===== src/design/rsst_pkg.sv =====
// Package for the range-sum segment tree: shared types and constants.
// Depends on nothing.
`default_nettype none
package rsst_pkg;
	localparam int IDX_W = 10;
	localparam int VAL_W = 32;
	localparam int SUM_W = 64;

	// one classified command passed from front to back
	typedef struct packed {
		logic             is_query;
		logic             bad;
		logic             empty;
		logic [IDX_W-1:0] pos;
		logic [VAL_W-1:0] value;
		logic [IDX_W-1:0] lo;
		logic [IDX_W-1:0] hi;
	} cmd_t;
endpackage
`default_nettype wire


===== src/design/rsst_front.sv =====
// Front end: accepts items, checks indexes, queues commands for the back end.
// Depends on rsst_pkg.
`default_nettype none
module rsst_front #(
	parameter int ENTRIES = 1024
) (
	input  wire                        clk,
	input  wire                        arst_n,
	input  wire                        start,
	output logic                       busy,
	input  wire                        kind,
	input  wire  [rsst_pkg::IDX_W-1:0] position,
	input  wire  [rsst_pkg::VAL_W-1:0] value,
	input  wire  [rsst_pkg::IDX_W-1:0] range_low,
	input  wire  [rsst_pkg::IDX_W-1:0] range_high,
	output logic                       cmd_valid,
	output rsst_pkg::cmd_t             cmd,
	input  wire                        cmd_pop
);
	localparam int DEPTH = 2;

	rsst_pkg::cmd_t       fifo_q [DEPTH];
	logic                 wp_q, rp_q;
	logic [1:0]           cnt_q;
	logic                 push;
	rsst_pkg::cmd_t       in_cmd;
	logic                 lo_bad, hi_bad, pos_bad;

	assign busy = (cnt_q == 2'(DEPTH));
	assign push = start && !busy;

	// index checks against the stored entry count
	always_comb begin
		pos_bad = (32'(position) >= 32'(ENTRIES));
		lo_bad = (32'(range_low) >= 32'(ENTRIES));
		hi_bad = (32'(range_high) >= 32'(ENTRIES));
		in_cmd.is_query = kind;
		in_cmd.bad = kind ? (lo_bad || hi_bad) : pos_bad;
		in_cmd.empty = range_low > range_high;
		in_cmd.pos = position;
		in_cmd.value = value;
		in_cmd.lo = range_low;
		in_cmd.hi = range_high;
	end

	always_ff @(posedge clk) begin
		if (push) begin
			fifo_q[wp_q] <= in_cmd;
		end
	end

	always_ff @(posedge clk or negedge arst_n) begin
		if (!arst_n) begin
			wp_q <= 1'b0;
			rp_q <= 1'b0;
			cnt_q <= '0;
		end else begin
			if (push) wp_q <= ~wp_q;
			if (cmd_pop) rp_q <= ~rp_q;
			cnt_q <= cnt_q + 2'(push) - 2'(cmd_pop);
		end
	end

	assign cmd_valid = (cnt_q != 2'd0);
	assign cmd = fifo_q[rp_q];
endmodule
`default_nettype wire


===== config.mk =====
export PLATFORM = sky130hd
export DESIGN_NAME = rsst_front
export DESIGN_NICKNAME = d
export VERILOG_FILES = /design/src/design/rsst_pkg.sv /design/src/design/rsst_front.sv
export SDC_FILE = /design/constraint.sdc
export NUM_CORES = 1
export LEC_CHECK = 0
export BUFFER_PORTS_ARGS = -buffer_cell sky130_fd_sc_hd__buf_2
export CELL_PAD_IN_SITES_DETAIL_PLACEMENT = 0
export CELL_PAD_IN_SITES_GLOBAL_PLACEMENT = 1
export CORE_UTILIZATION = 44
export DETAILED_ROUTE_END_ITERATION = 10
export GPL_ROUTABILITY_DRIVEN = 1
export PLACE_DENSITY = 0.86
export SYNTH_ARGS = -nofsm -noshare
export SYNTH_HDL_FRONTEND = slang
export SYNTH_SLANG_ARGS = --single-unit

===== constraint.sdc =====
create_clock -name clk -period 4.32 [get_ports clk]
set_input_delay 0.216 -clock clk [delete_from_list [all_inputs] [get_ports clk]]
set_output_delay 0.216 -clock clk [all_outputs]
set_load 0.1 [all_outputs]

== Yosys cells after proc, flatten, opt, wreduce, memory -nomap -nowiden ==
Memories as Yosys holds them, arrays and structs flattened.
Index checks and enable logic that the tools add are counted.
Cells by class
  bitwise gates (word level): 2
  muxes and demuxes: 2
  equal/unequal tests: 1
  add/sub/neg operators: 2
  magnitude comparators: 1
  reductions and logical operators: 3
Operators by type and width (number)
  $gt 10x10->1: 1
  $add 2x1->2: 1
  $eq 2x2->1 const B: 1
  $mux 1: 2
  $not 1->1: 2
  $reduce_bool 2->1: 1
  $sub 2x1->2: 1
  $logic_and 1x1->1: 1
  $logic_not 1->1: 1
Storage, ports and cells
  logic and storage cells: 15
  memories kept: 1
  flip-flop bits (word level): 4
  memory bits (writable): 128
Memory list
  fifo_q: words 2, bits a word 64, read ports 1, clocked after memory_dff 0, wr ports 1, RTL line rsst_front.sv:22  | rsst_pkg::cmd_t fifo_q [DEPTH];

== Depth between registers and ports, before layout ==
Gate-level depths: netlist of the first run.
  word-level depth: 5
  depth in mapped cells: 7
  depth with buffers taken out: 7

== Worst setup path after synthesis of the first run ==
Ideal clock, no wire load.
  kind: register to register
  from: reg cnt_q[1]
  to: mem fifo_q[0][0] (netlist bit), enable pin
  cell stages (with the launch flop): 4
  data arrival time: 3.264 ns
  buffers on the path: 0
  setup slack: 0.569 ns
  setup time: 0.486 ns
  clock period less this slack: 3.751 ns
  cells stage by stage: dfrtp_1 > nand2b_1 > nand2_1 > nor2_1
On the way
  cells in the longest elaborated chain, start to end: 5
RTL lines
  start: declaration: RTL line rsst_front.sv:24  | logic [1:0] cnt_q;
  start signal: assignment: RTL line rsst_front.sv:60  | cnt_q <= cnt_q + 2'(push) - 2'(cmd_pop);
  $eq 2x2->1: RTL line rsst_front.sv:29  | assign busy = (cnt_q == 2'(DEPTH));
  $logic_not 1->1: RTL line rsst_front.sv:30  | assign push = start && !busy;
  $logic_and 1x1->1: RTL line rsst_front.sv:30
  $mux 1: RTL line rsst_front.sv:47  | if (push) begin
  $mux 1 (not written as such): RTL line rsst_front.sv:48  | fifo_q[wp_q] <= in_cmd;
  end: declaration: RTL line rsst_front.sv:22
No other way between the ends.

==> results of run 1 <==
[registers in the layout (all words and copies together), names as in the netlist]
name,cells
rp_q,1
wp_q,1
fifo_q,128
cnt_q,2
[through the flow]
stage / instances / hold WS (ps)
finish: 587 / 14.6
global route: 587 / 1.78
CTS: 587 / 0.00699
detailed placement: 520 / 24.3
global placement: 520 / 24.5
floorplan: 253 / -79.6
[Yosys cell counts (all sizes together), types with 2 or more instances]
master	count	area, sq um
a21oi	3	15.0
buf	8	76.3
dfrtp	4	100
edfxtp	128	3840
ha	12	150
inv	13	48.8
mux2	64	721
nand3	2	10.0
nand4	2	12.5
nor2	3	11.3
xnor2	3	26.3
[worst paths after layout]
check	start	end	depth (start not counted)	slack [ps]
max in group asynchronous	arst_n	rp_q	2	4030
worst min-delay path	position[8]	fifo_q[0][60]	1	10
min in group asynchronous	arst_n	cnt_q[1]	2	160
worst max register to register	cnt_q[1]	fifo_q[1][40]	3	2100
worst min register to register	cnt_q[1]	cnt_q[1]	1	490
worst max-delay path	rp_q	cmd[39]	3	1560
[critical path, stage by stage, from the launching register on]
cell	delay, ps
dfrtp_2	970
buf_4	470
mux2_2	390
buf_2	290
[metal layers]
metal | global-route usage, % | routed length (um) | part of all wire (%) | vias to the layer above
met5 | 0 | 17 | 0.19 | -
met3 | 5.45 | 502 | 5.6 | 14
li1 | - | - | - | 1339
met1 | 17.6 | 3670 | 41 | 1310
met2 | 27.6 | 4560 | 51 | 87
met4 | 6.86 | 142 | 1.6 | 2
[cell families after synthesis]
logic type      synth area share (%)
compound gates                  1.01
simple gates                    1.20
buf+inv                         2.46
other cells                   0.0737
fa+ha+maj                       2.95
xor+xnor                       0.688
mux                             14.2
flops                           77.5
[final cells by class]
type	count	area, sq um	area share (%)
tap	140	175	2.56
multi-input combinational	100	1030	15.1
clock buffer	18	429	6.27
inverter	13	48.8	0.713
clock inverter	14	166	2.43
timing repair buffer	170	1050	15.3
sequential	132	3950	57.7
[repair_timing]
| action | in CTS | in global routing |
|---|---|---|
| gates resized for setup | 0 | 0 |
| hold endpoints to repair | 71 | 0 |
| hold buffers | 35 | 0 |
==> reports/metrics.yaml, run 1 <==
status: "completed"
core_area_sq_mm: 0.0111
n_antenna_cell: 0
critPathLaunchType: "flop"
yosysWarningCount: 0
syn_inst: 253
dr.pass1.iters: 3
drv_cap: 0
setup_ws_ps: 1560
rsz0062_at_grt: "false"
wl_per_cell_um: 15.2
synth_cell_types: 24
maxSlewHeadroom_pct: 24.2
drc: 0
yosysSeqAreaShare_pct: 77.5
final-hold-violation-count: 0
utilization_pct: 61.8
grt_pass1_vias: 2770
grt_overflow: 0
post_cts_buffers: 0
worst_setup_path_end_kind: "output pin"
critPathMaxFanout: 40
timing.fmax_mhz: 363
dp_slack_ps: 1950
hpwl_um: 5520
clk_pin_slew_ps: 50
ant_nets: 0
required_ps: 4100
tns_ps: 0
vias_per_cell: 4.69
async_reset_ff_share_pct: 3.03
clock_latency_ps: 400
synthesis.area_sq_mm: 0.00509
drtIter0Drc: 100
hold_path.class: "primary input to flop"
fin_area_sq_mm: 0.00684
nets: 513
layout-drive-gt1-share_pct: 51.5
htreeDepth: 4
clock-root-buffer: "clkbuf_16"
clock_path_buffers: 2
synthFlopType: "edfxtp_1"
clock_skew_ps: 6.90
grt_antenna_before_repair: 1
slew_viol_final: 0
path_class: "flop to output pin"
syn-num-nets: 332
start_util_pct: 46.0
tightest_slew_ps: 1140
die_w_um: 110
grt_start_max_net_pins: 48
ios: 134
numCtsBuffers: 17
synth.avg_cell_area_sq_um: 20.1
ys_ff_latch: 132
grt_pass1_wl_um: 13600
vias: 2752
gp_congestion: 0.688
fillCellCount: 838
finalCriticalPeriod_ps: 2760
place_area_sq_mm: 0.00590
fin_crit_sh_pct: 63.8
synth_edf_count: 128
track_usage_pct: 15.9
clkSinkCount: 132
setup_viol_count_final: 0
port_buffers: 132
arrival_ps: 2540
layout_commonest_cell: "buf_2"
die_area_sq_mm: 0.0120
area_delta_synth_final_pct: 34.4
wl_um: 8890
dieHeight_um: 110
num_rows: 38
cts_tree: "yes"
layout_common_cells: "132 x buf_2, 128 x edfxtp_1, 64 x mux2_2"
Power of run 1 is left out: the tool's default activity adds up to more than one toggle a clock period on the data nets, which glitch-free logic cannot reach.
==> run 2: changes to the inputs <==
==> constraint.sdc (replaced) <==
create_clock -name clk -period 2.7 [get_ports clk]
set_input_delay 0.135 -clock clk [delete_from_list [all_inputs] [get_ports clk]]
set_output_delay 0.135 -clock clk [all_outputs]
set_load 0.1 [all_outputs]
==> run 2 against run 1 <==
  * Via count up 6.6%
  * Cell count rose by 4.9%
  * Count of clock-buffer cells in the layout up 3
  * Final area is 3.3% higher
  * First-iteration DRC count rose by 20%
  * Worst hold slack improved by 79 ps
  * Critical path type unchanged
  * Critical endpoint is now cmd[42]
  * Highest routed layer is now met4
==> reports/metrics.yaml, run 2 (same netlist as run 1, synthesis figures left out) <==
drc: 0  # unchanged
worst_setup_path_end_kind: "output pin"  # unchanged
crit_chain: "buf_4 > mux2_2 > buf_2"  # unchanged
path_class: "flop to output pin"  # unchanged
clock_latency_ps: 400  # about the same
grt_antenna_before_repair: 0  # was 1
clock_path_buffers: 2  # unchanged
start_util_pct: 46.0  # unchanged
wl_per_cell_um: 15.0  # was 15.2 um
rsz0062_at_grt: "false"  # unchanged
wl_um: 9220  # was 8890 um
top_register: "fifo_q"  # unchanged
largest_reg_flops: 128  # unchanged
slew_viol_final: 0  # unchanged
final-hold-violation-count: 0  # unchanged
cpPeakStageDelay_ps: 410  # was 970 ps
dr.pass1.iters: 5  # was 3
grt_pass1_wl_um: 14100  # was 13600 um
htreeDepth: 4  # unchanged
cp_top_family: "buffers and inverters"  # was flip-flops
reg.largest.list: "fifo_q x128, cnt_q x2"  # unchanged
post_cts_buffers: 0  # unchanged
multiInputGateArea_sq_mm: 0.00103  # unchanged
critPathBufInv: 2  # unchanged
n_antenna_cell: 0  # unchanged
layout_common_cells: "132 x buf_2, 128 x edfxtp_1, 65 x dlygate4sd3_1"  # was 132 x buf_2, 128 x edfxtp_1, 64 x mux2_2
numCtsBuffers: 17  # unchanged
fillCellCount: 817  # was 838
hold_buffers: 65  # was 35
ios: 134  # unchanged
hold_path.class: "primary input to async pin"  # was primary input to flop
drtIter0Drc: 120  # was 100
track_usage_pct: 16.2  # was 15.9%
finalCriticalPeriod_ps: 2000
arrival_ps: 1860  # was 2540 ps
die_w_um: 110  # unchanged
setup_viol_count_final: 0  # unchanged
critPathLaunchType: "flop"  # unchanged
num_rows: 38  # unchanged
clkSinkCount: 132  # unchanged
critPathMaxFanout: 35  # was 40
nets: 545  # was 513
dieHeight_um: 110  # unchanged
layout-drive-gt1-share_pct: 47.9  # was 51.5%
gp_congestion: 0.726  # was 0.688
port_buffers: 132  # unchanged
cts_tree: "yes"  # unchanged
area_delta_synth_final_pct: 38.8  # was 34.4%
layout_commonest_cell: "buf_2"  # unchanged
clock-root-buffer: "clkbuf_16"  # unchanged
tns_ps: 0  # unchanged
clk_pin_slew_ps: 50  # about the same
die_area_sq_mm: 0.0120  # unchanged
hpwl_um: 5620  # was 5520 um
fin_crit_sh_pct: 74.1
grt_pass1_vias: 3045  # was 2770
grt_start_max_net_pins: 65  # was 48
timing.fmax_mhz: 500
clock_skew_ps: 6.36  # was 6.90 ps
status: "completed"  # unchanged
grt_overflow: 0  # unchanged
post_cts_resize_count: 0  # unchanged
drv_cap: 0  # unchanged
vias_per_cell: 4.76  # was 4.69
ant_nets: 0  # unchanged
required_ps: 2570  # was 4100 ps
core_area_sq_mm: 0.0111  # unchanged
seqCellArea_sq_mm: 0.00395  # unchanged
vias: 2934  # was 2752
worst_path_max_delay_cell: "mux2_2"  # was dfrtp_2
## run 2: layout make-up
class | count | area share [%]
well taps | 140 | 2.48
multi-input cells | 100 | 14.6
flip-flops and latches | 132 | 55.8
clock inverters | 8 | 0.903
clock buffers | 21 | 6.23
repair buffers | 202 | 19.3
inverters | 13 | 0.691
## run 2: per-layer routing
layer,global-route usage (%),vias up,routed length [um]
met4,7.14,0,157
met1,18.3,1425,3800
met5,0,-,0
met2,28.5,91,4760
met3,4.62,16,505
li1,-,1402,-
## run 2: through the flow
stage | instances | instance area, sq um | hold WS (ps) | util, % | worst slack [ps]
floorplan | 253 | 5090 | -161 | - | 19.4
global placement | 522 | 5910 | -56.8 | 53.4 | 1120
detailed placement | 522 | 5910 | -53.3 | 53.4 | 1090
CTS | 616 | 7070 | 70.3 | 63.8 | 672
global route | 616 | 7070 | 81.3 | 63.8 | 620
finish | 616 | 7070 | 93.3 | 63.8 | 700
## run 2: final timing paths
path | slack (ps) | from | cells after the start | end
max | 700 | rp_q | 3 | cmd[42]
min | 90 | arst_n | 2 | wp_q
max reg2reg | 1100 | cnt_q[1] | 7 | cnt_q[1]
min reg2reg | 510 | cnt_q[1] | 1 | cnt_q[1]
max in group asynchronous | 2470 | arst_n | 2 | rp_q
min in group clk | 160 | start | 3 | wp_q
Power of run 2 is left out for the same reason.
